### config.mk
export PLATFORM = sky130hd
export DESIGN_NAME = circular_deque_unit
export DESIGN_NICKNAME = d
export VERILOG_FILES = /design/src/design/cdq_pkg.sv /design/src/design/cdq_ram.sv /design/src/design/circular_deque_unit.sv
export VERILOG_INCLUDE_DIRS = /design/src /design/src/design
export SDC_FILE = /design/constraint.sdc
export NUM_CORES = 1
export LEC_CHECK = 0
export BUFFER_PORTS_ARGS = -buffer_cell sky130_fd_sc_hd__buf_2
export CORE_ASPECT_RATIO = 1.25
export CORE_MARGIN = 5
export CORE_UTILIZATION = 40
export DETAILED_ROUTE_END_ITERATION = 12
export PLACE_DENSITY = 0.59
export SYNTH_ARGS = -nofsm -noshare
export SYNTH_HDL_FRONTEND = slang
export SYNTH_SLANG_ARGS = --single-unit
### constraint.sdc
create_clock -name clk -period 6.9 [get_ports clk]
set_input_delay 1.725 -clock clk [delete_from_list [all_inputs] [get_ports clk]]
set_output_delay 1.725 -clock clk [all_outputs]
set_load 0.02 [all_outputs]
### src/design/circular_deque_unit_defines.svh
// ---------------------------------------------------------------------------
// circular_deque_unit_defines.svh
// Assertion macros used by the circular deque unit RTL.
// ---------------------------------------------------------------------------
`ifndef CIRCULAR_DEQUE_UNIT_DEFINES_SVH
`define CIRCULAR_DEQUE_UNIT_DEFINES_SVH

// Plain property check, sampled on clk and switched off while arst_n is low.
`define CDQ_ASSERT(label, prop, msg) \
	label: assert property (@(posedge clk) disable iff (!arst_n) (prop)) \
		else $error(msg);

// Implication check: whenever cond holds, prop must hold in the same cycle.
`define CDQ_ASSERT_IMP(label, cond, prop, msg) \
	label: assert property (@(posedge clk) disable iff (!arst_n) (cond) |-> (prop)) \
		else $error(msg);

// Next-cycle check: whenever cond holds, prop must hold in the next cycle.
`define CDQ_ASSERT_NEXT(label, cond, prop, msg) \
	label: assert property (@(posedge clk) disable iff (!arst_n) (cond) |=> (prop)) \
		else $error(msg);

`endif

### src/design/cdq_pkg.sv
// ---------------------------------------------------------------------------
// cdq_pkg
// Types and constants of the circular deque unit.
// ---------------------------------------------------------------------------
`default_nettype none

package cdq_pkg;

	// Widths fixed by the request format.
	localparam int OP_W    = 3;
	localparam int WORD_W  = 32;
	localparam int COUNT_W = 5;

	// Operation codes of one request.
	typedef enum logic [OP_W-1:0] {
		OP_PUSH_FRONT = 3'd0,
		OP_PUSH_REAR  = 3'd1,
		OP_POP_FRONT  = 3'd2,
		OP_POP_REAR   = 3'd3,
		OP_QUERY      = 3'd4
	} op_t;

	// Sequencer states: idle, memory read, result strobe.
	typedef enum logic [1:0] {
		ST_IDLE,
		ST_READ,
		ST_RESP
	} state_t;

	typedef logic signed [WORD_W-1:0] word_t;
	typedef logic [COUNT_W-1:0]       count_t;

	// Value reported for front and rear while the deque is empty.
	localparam word_t EMPTY_WORD = -32'sd1;

endpackage

`default_nettype wire

### src/design/cdq_ram.sv
// ---------------------------------------------------------------------------
// cdq_ram
// Generic RAM: one write port, two read ports, registered read data.
// ---------------------------------------------------------------------------
`default_nettype none

module cdq_ram #(
	parameter int WIDTH = 32,
	parameter int DEPTH = 16,
	localparam int AW = (DEPTH > 1) ? $clog2(DEPTH) : 1
) (
	input  wire logic             clk,
	input  wire logic             we,
	input  wire logic [AW-1:0]    waddr,
	input  wire logic [WIDTH-1:0] wdata,
	input  wire logic             re,
	input  wire logic [AW-1:0]    raddr_a,
	input  wire logic [AW-1:0]    raddr_b,
	output logic      [WIDTH-1:0] rdata_a,
	output logic      [WIDTH-1:0] rdata_b
);

	logic [WIDTH-1:0] mem_q [DEPTH];

	// Write port.
	always_ff @(posedge clk) begin
		if (we) begin
			mem_q[waddr] <= wdata;
		end
	end

	// Two read ports; the data holds while re is low.
	always_ff @(posedge clk) begin
		if (re) begin
			rdata_a <= mem_q[raddr_a];
			rdata_b <= mem_q[raddr_b];
		end
	end

endmodule

`default_nettype wire

### src/design/circular_deque_unit.sv
// ---------------------------------------------------------------------------
// circular_deque_unit
// Double-ended ring-buffer queue of signed 32-bit words held in a RAM.
// ---------------------------------------------------------------------------
//
//  Channel   Handshake              Payload
//  -------   ---------------------  ------------------------------------------
//  request   start / busy           op, value
//  result    done (one-cycle pulse) ok, front_value, rear_value, entry_count,
//                                   is_empty, is_full
//  config    cfg_valid / cfg_ready  cfg_data (capacity)
//
//  Each request runs in steps: the accept edge updates the pointers and writes
//  a pushed word, the edge that leaves ST_READ reads front and rear from the
//  RAM, and in ST_RESP the result shows with done high. The registered read
//  of the entry RAM sets this order; busy stays high in ST_READ and ST_RESP.
//  While cfg_valid is high the idle block shows busy, so a capacity write
//  goes ahead of a request offered in the same cycle.
//  Reset sets pointers, count and capacity at once; the RAM is not cleared,
//  since no entry is read before it is written. The receiver cannot stall.
// ---------------------------------------------------------------------------
`default_nettype none

`include "circular_deque_unit_defines.svh"

module circular_deque_unit #(
	parameter int DEPTH = 16
) (
	input  wire logic                   clk,
	input  wire logic                   arst_n,
	// Request channel.
	input  wire logic                   start,
	output logic                        busy,
	input  wire logic [2:0]             op,
	input  wire cdq_pkg::word_t         value,
	// Configuration channel.
	input  wire logic                   cfg_valid,
	output logic                        cfg_ready,
	input  wire cdq_pkg::count_t        cfg_data,
	// Result channel.
	output logic                        done,
	output logic                        ok,
	output cdq_pkg::word_t              front_value,
	output cdq_pkg::word_t              rear_value,
	output cdq_pkg::count_t             entry_count,
	output logic                        is_empty,
	output logic                        is_full
);

	import cdq_pkg::*;

	localparam int AW      = (DEPTH > 1) ? $clog2(DEPTH) : 1;
	localparam int CAP_MAX = (DEPTH < 31) ? DEPTH : 31;
	localparam int CAP_RST = (DEPTH < 16) ? DEPTH : 16;

	state_t          state_q, state_d;
	count_t          capacity_q;
	logic [AW-1:0]   cap_last_q;
	logic [AW-1:0]   front_q, rear_q;
	count_t          count_q;
	logic            ok_q;

	logic            accept, cfg_accept;
	logic            has_room, has_entry;
	logic [AW-1:0]   front_dec, front_inc, rear_dec, rear_inc;
	logic [AW-1:0]   front_d, rear_d;
	count_t          count_d;
	logic            ok_d;
	logic            ram_we, ram_re;
	logic [AW-1:0]   ram_waddr;
	word_t           rd_front, rd_rear;
	count_t          cfg_cap;
	op_t             op_code;

	assign accept     = start && !busy;
	assign cfg_accept = cfg_valid && cfg_ready;

	// Capacity as written: zero becomes one, values above the store saturate.
	always_comb begin
		cfg_cap = cfg_data;
		if (cfg_data == '0) begin
			cfg_cap = COUNT_W'(1);
		end else if (cfg_data > COUNT_W'(CAP_MAX)) begin
			cfg_cap = COUNT_W'(CAP_MAX);
		end
	end

	// Pointer steps modulo the capacity in use.
	assign front_dec = (front_q == '0) ? cap_last_q : front_q - AW'(1);
	assign front_inc = (front_q == cap_last_q) ? '0 : front_q + AW'(1);
	assign rear_dec  = (rear_q == '0) ? cap_last_q : rear_q - AW'(1);
	assign rear_inc  = (rear_q == cap_last_q) ? '0 : rear_q + AW'(1);

	assign has_room  = count_q < capacity_q;
	assign has_entry = count_q != '0;
	assign op_code   = op_t'(op);

	// Decode of one request: next pointers, count, success and RAM write.
	always_comb begin
		front_d   = front_q;
		rear_d    = rear_q;
		count_d   = count_q;
		ok_d      = 1'b0;
		ram_we    = 1'b0;
		ram_waddr = front_dec;
		case (op_code)
			OP_PUSH_FRONT: begin
				if (has_room) begin
					front_d   = front_dec;
					count_d   = count_q + COUNT_W'(1);
					ok_d      = 1'b1;
					ram_we    = accept;
					ram_waddr = front_dec;
				end
			end
			OP_PUSH_REAR: begin
				if (has_room) begin
					rear_d    = rear_inc;
					count_d   = count_q + COUNT_W'(1);
					ok_d      = 1'b1;
					ram_we    = accept;
					ram_waddr = rear_inc;
				end
			end
			OP_POP_FRONT: begin
				if (has_entry) begin
					front_d = front_inc;
					count_d = count_q - COUNT_W'(1);
					ok_d    = 1'b1;
				end
			end
			OP_POP_REAR: begin
				if (has_entry) begin
					rear_d  = rear_dec;
					count_d = count_q - COUNT_W'(1);
					ok_d    = 1'b1;
				end
			end
			OP_QUERY: begin
				ok_d = 1'b1;
			end
			default: begin
				ok_d = 1'b0;
			end
		endcase
	end

	// Deque control state; a capacity write empties the deque.
	always_ff @(posedge clk or negedge arst_n) begin
		if (!arst_n) begin
			capacity_q <= COUNT_W'(CAP_RST);
			cap_last_q <= AW'(CAP_RST - 1);
			front_q    <= '0;
			rear_q     <= AW'(CAP_RST - 1);
			count_q    <= '0;
			ok_q       <= 1'b0;
		end else if (cfg_accept) begin
			capacity_q <= cfg_cap;
			cap_last_q <= AW'(COUNT_W'(cfg_cap - COUNT_W'(1)));
			front_q    <= '0;
			rear_q     <= AW'(COUNT_W'(cfg_cap - COUNT_W'(1)));
			count_q    <= '0;
		end else if (accept) begin
			front_q <= front_d;
			rear_q  <= rear_d;
			count_q <= count_d;
			ok_q    <= ok_d;
		end
	end

	// Sequencer state register.
	always_ff @(posedge clk or negedge arst_n) begin
		if (!arst_n) begin
			state_q <= ST_IDLE;
		end else begin
			state_q <= state_d;
		end
	end

	// Sequencer next state and controls.
	always_comb begin
		state_d   = state_q;
		busy      = 1'b1;
		cfg_ready = 1'b0;
		ram_re    = 1'b0;
		done      = 1'b0;
		case (state_q)
			ST_IDLE: begin
				// A pending capacity write holds requests off for this cycle.
				busy      = cfg_valid;
				cfg_ready = 1'b1;
				if (start && !cfg_valid) begin
					state_d = ST_READ;
				end
			end
			ST_READ: begin
				ram_re  = 1'b1;
				state_d = ST_RESP;
			end
			ST_RESP: begin
				done    = 1'b1;
				state_d = ST_IDLE;
			end
			default: begin
				state_d = ST_IDLE;
			end
		endcase
	end

	// Entry store.
	cdq_ram #(
		.WIDTH (WORD_W),
		.DEPTH (DEPTH)
	) u_store (
		.clk     (clk),
		.we      (ram_we && !cfg_valid),
		.waddr   (ram_waddr),
		.wdata   (value),
		.re      (ram_re),
		.raddr_a (front_q),
		.raddr_b (rear_q),
		.rdata_a (rd_front),
		.rdata_b (rd_rear)
	);

	// Result fields; empty deques report the empty marker.
	assign ok          = ok_q;
	assign entry_count = count_q;
	assign is_empty    = count_q == '0;
	assign is_full     = count_q >= capacity_q;
	assign front_value = is_empty ? EMPTY_WORD : rd_front;
	assign rear_value  = is_empty ? EMPTY_WORD : rd_rear;

	// Checks on count bounds, sequencing and state updates.
	`CDQ_ASSERT(a_count_bound, count_q <= capacity_q, "entry count above capacity")
	`CDQ_ASSERT_IMP(a_done_after_read, done, $past(state_q == ST_READ),
		"result strobe without a memory read")
	`CDQ_ASSERT_NEXT(a_accept_busy, start && !busy && !cfg_valid, busy && !done,
		"accepted request did not start a read")
	`CDQ_ASSERT_IMP(a_count_change, !$stable(count_q),
		$past(start && !busy) || $past(cfg_valid && cfg_ready),
		"entry count changed without a request or capacity write")

endmodule

`default_nettype wire
## Word-level counts from Yosys, hierarchy flattened

Memories as Yosys holds them, arrays and structs flattened. A register that Yosys moved wholly into a read port is not among the register bits.
Index checks and enable logic that the tools add are counted.

| storage, ports and cells | value |
|---|---|
| memory bits (writable) | 512 |
| memories | 1 |
| bits in latches | 0 |
| output and inout port bits | 75 |
| register bits | 25 |
| bits of input ports | 44 |
| ROM bits | 0 |

| operators by class | value |
|---|---|
| bitwise operators | 1 |
| divide/modulo/power cells | 0 |
| mux-type cells | 38 |
| shift-type cells | 0 |
| add/sub/neg operators | 7 |
| equality and inequality tests | 15 |
| magnitude comparators | 3 |
| reductions and logical operators | 23 |
| multiply operators | 0 |

Memories:

| name | words | bits a word | read ports | clocked after Yosys merged registers in | wr ports | RTL line | text |
|---|---|---|---|---|---|---|---|
| u_store.mem_q | 16 | 32 | 2 | 2 | 1 | cdq_ram.sv:23 | `logic [WIDTH-1:0] mem_q [DEPTH];` |

Operator list:

| cell | number |
|---|---|
| two-way mux 32 bit | 2 |
| two-way mux 4 bit | 14 |
| two-way mux 5 bit | 6 |
| case mux 4 bit (2 select lines) | 2 |
| inequality test 3 bit (second input constant) | 4 |
| AND reduction 4 bit | 3 |
| subtractor 4 x 1 -> 4 bit (second input constant) | 3 |
| zero test 5 bit | 2 |
| two-way mux 1 bit | 10 |
| case mux 5 bit (2 select lines) | 1 |
| nonzero test 3 bit | 3 |
| adder 4 x 1 -> 4 bit (second input constant) | 2 |
| equality test 4 bit | 2 |
| zero test 4 bit | 2 |
| equality test 3 x 2 -> 1 bit (second input constant) | 2 |
| inequality test 3 x 1 -> 1 bit (second input constant) | 2 |
| adder 5 x 1 -> 5 bit (second input constant) | 1 |
| greater-or-equal comparator 5 bit | 1 |
| greater-than comparator 5 bit (second input constant) | 1 |
| less-than comparator 5 bit | 1 |
| nonzero test 5 bit | 1 |
| subtractor 5 x 1 -> 5 bit (second input constant) | 1 |
| logical AND 1 bit | 4 |
| case mux 2 bit (2 select lines) | 1 |
| other kinds (14) | 16 |

## Depth between registers and ports, before layout

| depth | value |
|---|---|
| word-level depth | 9 |
| mapped depth | 10 |
| depth with buffers taken out | 7 |

## By module

From an unflattened synthesis, not the netlist that was laid out.

| second synthesis, totals | value |
|---|---|
| cell total of the unflattened synthesis | 1446 |
| area total of the unflattened synthesis | 27276.2 µm² |

By module, submodules not included:

| module | instances | cells an instance | sequential area each (µm²) | area an instance (µm²) |
|---|---|---|---|---|
| cdq_ram | 1 | 1141 | 17296.6 | 24843.8 |
| circular_deque_unit | 1 | 305 | 636.9 | 2432.3 |

## Least setup slack after synthesis

OpenSTA, ideal clock, no wires.

| timing path | value |
|---|---|
| kind | input to register |
| from | in cfg_valid |
| to | mem u_store.mem_q[0][0], enable pin |
| required time | 6.434 ns |
| data arrival time | 5.405 ns |
| stages on the path | 7 |
| slack | 1.029 ns |
| library setup time | 0.466 ns |
| cells stage by stage | or4b_1 > buf_2 > or3_1 > buf_2 > nor2_1 > nand3_1 > o21ai_0 |

| on the way | value |
|---|---|
| cells in the longest elaborated chain, start to end | 8 |
| elaborated cells between the ends (all ways) | 9 |
| those cells by class | mux (5); reduce/logical (4) |

RTL lines:

| what | RTL line | text |
|---|---|---|
| start: declaration | circular_deque_unit.sv:37 | `input wire logic cfg_valid,` |
| two-way mux 1 bit | circular_deque_unit.sv:187 | `case (state_q)` |
| zero test 1 bit | circular_deque_unit.sv:75 | `assign accept = start && !busy;` |
| logical AND 1 bit | circular_deque_unit.sv:75 |  |
| two-way mux 1 bit | circular_deque_unit.sv:108, circular_deque_unit.sv:117 |  |
| two-way mux 1 bit | n/a |  |
| logical AND 1 bit * | circular_deque_unit.sv:216 | `.we (ram_we && !cfg_valid),` |
| two-way mux 1 bit * | cdq_ram.sv:27 | `if (we) begin` |
| two-way mux 1 bit (not written as such) * | cdq_ram.sv:28 | `mem_q[waddr] <= wdata;` |
| end: declaration | cdq_ram.sv:23 |  |

Every way passes the cells marked *; elsewhere a longest branch is shown, timed or not.

## Final worst setup path

| timing path | value |
|---|---|
| from | in cfg_valid |
| to | mem u_store.mem_q[5][5], enable pin |

Same word-level chain as after synthesis.

==> implementation parameters <==
Parameter                              Value

Min path
  Worst hold path class ... flop to flop
  Startpoint of the most critical hold path ... capacity_q[0]
  Worst hold path cell count ... 2

Pwr
  Leakage power figure ... 9.71 nW
  Sum of internal, switching and leakage power ... 11.2 mW
  Areal power density over the cells ... 357 mW/mm^2
  Max rail drop VDD ... 0.230 mV

Status
  Result of the run ... finished clean

Drt
  Total Wirelength ... 68600 um
  First-pass iteration count of the detailed router ... 5
  Vias per Instance ... 5.95
  Number of DRC markers in iteration 0 ... 1148
  Post-DRT Antenna Nets ... 0
  Total DRC errors in the routed layout ... 0
  Via count ... 13900
  Wire per inst ... 29.3 um

Yosys
  Number of library cell types mapped by synthesis ... 53
  Number of enable flip-flop cells after synthesis ... 576
  Proportion of synthesized chip area in sequential cells ... 0.655
  Post-synth design cell area ... 0.0274 mm^2
  Yosys warns ... 0
  Most common flop cell mapped by yosys ... sky130_fd_sc_hd__edfxtp_1
  Average instance area after synthesis ... 21.0 um^2
  Synthesized flop and latch total ... 601
  Synthesized netlist cell count ... 1301
  Fraction of registers with async set or reset after synthesis ... 0.0416
  Post-synth net total ... 1359

Clocking
  Post-cts sizing count ... 0
  CTS sink cnt ... 601
  Root Driver ... sky130_fd_sc_hd__clkbuf_16
  Clk buf depth ... 3
  Max H-tree Level ... 2
  Clock-pin slew on the worst setup and hold paths ... 0.06 ns
  Hold-fix buffer count after cts ... 0
  Post-CTS repair timing setup buffer count ... 0
  CTS tree ... done
  Worst-Skew Late Latency ... 0.63 ns
  Total clock buffers created by CTS ... 60

Finish
  Fillers ... 5701
  Area growth from synthesis to layout ... 14.3%
  Net count reported at finish ... 1479
  Fraction of final layout cells sized beyond drive strength 1 ... 0.453
  Post-layout instance area ... 0.0313 mm^2

STA
  Max Clock Skew ... 0.0208 ns
  Worst Max-Slew Pin Slew ... 1.14 ns
  Final setup vio count ... 0
  Total Neg Setup Slack ... 0 ns
  Final number of hold-violating endpoints ... 0
  Final critical delay including setup and external delays ... 4.70 ns
  Remaining max-slew budget at the tightest pin ... 0.239
  Slew Limit Fails ... 0
  Highest Clock Rate ... 213 MHz
  Final period utilization ... 0.682
  Unrepaired setup endpoints after global routing ... no

Critical path
  Source of the critical timing path ... cfg_valid
  Critical register-to-register path startpoint ... rear_q[0]
  Type of element capturing the critical path ... flop
  Worst setup slack for register-to-register paths ... 2.49 ns
  Worst-path fanout max ... 21
  Arrival time worst endpoint ... 5.01 ns
  Logic depth of the worst register-to-register path ... 4
  Critical Setup Path Class ... input pin to flop
  Critical path required time ... 7.21 ns
  Category of the worst setup path launch point ... input pin

Floorplan
  Die Outline Area ... 0.0738 mm^2
  DIE WIDTH ... 244 um
  Core Footprint ... 0.0680 mm^2
  Boundary Pins ... 119
  Effective utilization at floorplan ... 0.402
  Cell Rows ... 107
  Vert. Die Dim ... 302 um

Flow run
  Number of max-capacitance violations reported ... 0

Global routing
  Pin count of the biggest net entering global routing ... 108
  Via count of the first global-routing pass ... 14700
  Gr ovfl total ... 0
  GRT Util Overall ... 0.185
  First-pass GRT wire length ... 101000 um
  Antenna violations before repair ... 3

Place
  Placed Area ... 0.0292 mm^2
  Count of input and output buffers ... 118
  Dpl hpwl ... 41600 um
  Final RePlAce weighted congestion ... 0.796
-- per-layer routing --
metal  part of all wire  global-route usage  vias to the layer above
met4              0.022              0.0419                        0
met5                  0                   0                        -
met1               0.40               0.245                     7548
li1                   -                   -                     5865
met3              0.051              0.0298                       99
met2               0.53               0.328                      427
-- area by class of cell --
class | instances | area (um^2) | area share
clock buffers | 68 | 1550 | 0.0497
repair buffers | 149 | 836 | 0.0267
clock inverters | 44 | 515 | 0.0165
diodes | 1 | 2.50 | 0.0000800
flip-flops and latches | 601 | 18000 | 0.574
multi-input cells | 595 | 9260 | 0.296
well taps | 872 | 1090 | 0.0349
inverters | 14 | 52.6 | 0.00168
-- critical path, cell delays in order --
cell and delay (ns):
sky130_fd_sc_hd__buf_2 0.11, sky130_fd_sc_hd__or4b_1 0.57, sky130_fd_sc_hd__or3_1 0.48, sky130_fd_sc_hd__nor4_1 0.43, sky130_fd_sc_hd__nand2_1 0.37, sky130_fd_sc_hd__o22ai_4 0.87
sky130_fd_sc_hd__buf_4 0.41
-- synthesized netlist by cell type (2+ instances only) --
master / n / area (um^2)
sky130_fd_sc_hd__o21bai_1: 3 / 22.5
sky130_fd_sc_hd__dfrtp_1: 16 / 400
sky130_fd_sc_hd__o221ai_1: 3 / 26.3
sky130_fd_sc_hd__xor2_1: 10 / 87.6
sky130_fd_sc_hd__nand4_1: 2 / 12.5
sky130_fd_sc_hd__a21oi_1: 9 / 45.0
sky130_fd_sc_hd__nand3_1: 7 / 35.0
sky130_fd_sc_hd__nor3b_1: 6 / 45.0
sky130_fd_sc_hd__mux4_2: 320 / 7210
sky130_fd_sc_hd__nor4_1: 2 / 12.5
sky130_fd_sc_hd__o211ai_1: 3 / 22.5
sky130_fd_sc_hd__edfxtp_1: 576 / 17300
sky130_fd_sc_hd__buf_1: 19 / 71.3
sky130_fd_sc_hd__a22oi_1: 2 / 15.0
sky130_fd_sc_hd__a21o_1: 3 / 22.5
sky130_fd_sc_hd__dfstp_2: 9 / 236
sky130_fd_sc_hd__nand2_1: 25 / 93.8
sky130_fd_sc_hd__o21ai_0: 16 / 80.1
sky130_fd_sc_hd__nand3b_1: 7 / 52.6
sky130_fd_sc_hd__or2_2: 65 / 407
sky130_fd_sc_hd__mux2_2: 2 / 22.5
sky130_fd_sc_hd__nand2b_1: 8 / 50.1
sky130_fd_sc_hd__o31a_1: 3 / 26.3
sky130_fd_sc_hd__o22ai_1: 18 / 113
sky130_fd_sc_hd__nor2_1: 18 / 67.6
sky130_fd_sc_hd__buf_2: 11 / 55.1
sky130_fd_sc_hd__ha_1: 13 / 163
sky130_fd_sc_hd__nor3_1: 8 / 40.0
sky130_fd_sc_hd__nor2b_1: 7 / 43.8
sky130_fd_sc_hd__o21a_1: 4 / 30.0
sky130_fd_sc_hd__mux2i_1: 7 / 70.1
sky130_fd_sc_hd__or3_1: 2 / 12.5
sky130_fd_sc_hd__clkbuf_1: 61 / 229
sky130_fd_sc_hd__xnor2_1: 4 / 35.0
sky130_fd_sc_hd__inv_1: 14 / 52.6
-- stage by stage --
| step | hold WS, ns | cells | utilization | worst slack (ns) |
|---|---|---|---|---|
| 3_3_place_gp | 0.467 | 2231 | 0.429 | 1.60 |
| 6_report | 0.490 | 2344 | 0.460 | 2.20 |
| 4_1_cts | 0.499 | 2343 | 0.460 | 2.22 |
| 3_5_place_dp | 0.485 | 2231 | 0.429 | 1.55 |
| 5_1_grt | 0.531 | 2343 | 0.460 | 2.05 |
| 2_1_floorplan | 0.450 | 1301 | - | 1.03 |
-- sequential cells by signal, summed over array words and instances (netlist names) --
name             cells
front_q              4
cap_last_q           4
u_store.rdata_a     32
rear_q               4
u_store.rdata_b     32
u_store.mem_q      512
ok                   1
entry_count          5
state_q              2
capacity_q           5
-- power breakdown --
part	internal (mW)	total, mW	switching [mW]
clock	2.00	3.44	1.44
sequential	4.22	4.66	0.441
combinational	1.61	3.08	1.47
total	7.83	11.2	3.35
-- placed cells by master (no fill, tap or decap), drive strengths merged, types with 4 or more instances in the layout --
| cell type | synthesis | routed |
|---|---|---|
| a21oi | 9 | 9 |
| nand2 | 25 | 25 |
| nand3 | 7 | 7 |
| dfstp | 9 | 9 |
| o21a | 4 | 4 |
| nor3b | 6 | 6 |
| buf | 30 | 149 |
| inv | 14 | 17 |
| o21ai | 17 | 17 |
| edfxtp | 576 | 576 |
| or2 | 65 | 65 |
| clkbuf | 61 | 68 |
| nor2 | 18 | 18 |
| clkinv | 0 | 27 |
| xnor2 | 4 | 4 |
| nor3 | 8 | 8 |
| nand3b | 7 | 7 |
| ha | 13 | 13 |
| nand2b | 8 | 8 |
| mux4 | 320 | 320 |
| xor2 | 10 | 10 |
| bufinv | 0 | 10 |
| clkinvlp | 0 | 4 |
| nor2b | 7 | 7 |
| dfrtp | 16 | 16 |
| o22ai | 18 | 18 |
| mux2i | 7 | 7 |
-- kinds of logic (layout without fill, tap and decap cells) --
kind of cell,after synthesis,count (layout),synth area share
AO/OA/AOI/OAI,75,75,0.0180
XOR/XNOR,14,14,0.00448
adder cells (fa/ha/maj),14,14,0.00668
buffers and inverters,105,275,0.0149
flip-flops,601,601,0.655
multiplexers,329,329,0.267
other,0,1,0
AND/OR/NAND/NOR,163,163,0.0338
-- worst paths after layout --
kind                                              end
worst max-delay path              u_store.mem_q[5][5]
worst min-delay path                    capacity_q[0]
worst max register to register  u_store.mem_q[10][18]
worst min register to register          capacity_q[0]
max in group asynchronous                  front_q[0]
min in group asynchronous               capacity_q[1]
Note: power is estimated with default switching activity, not from simulation.
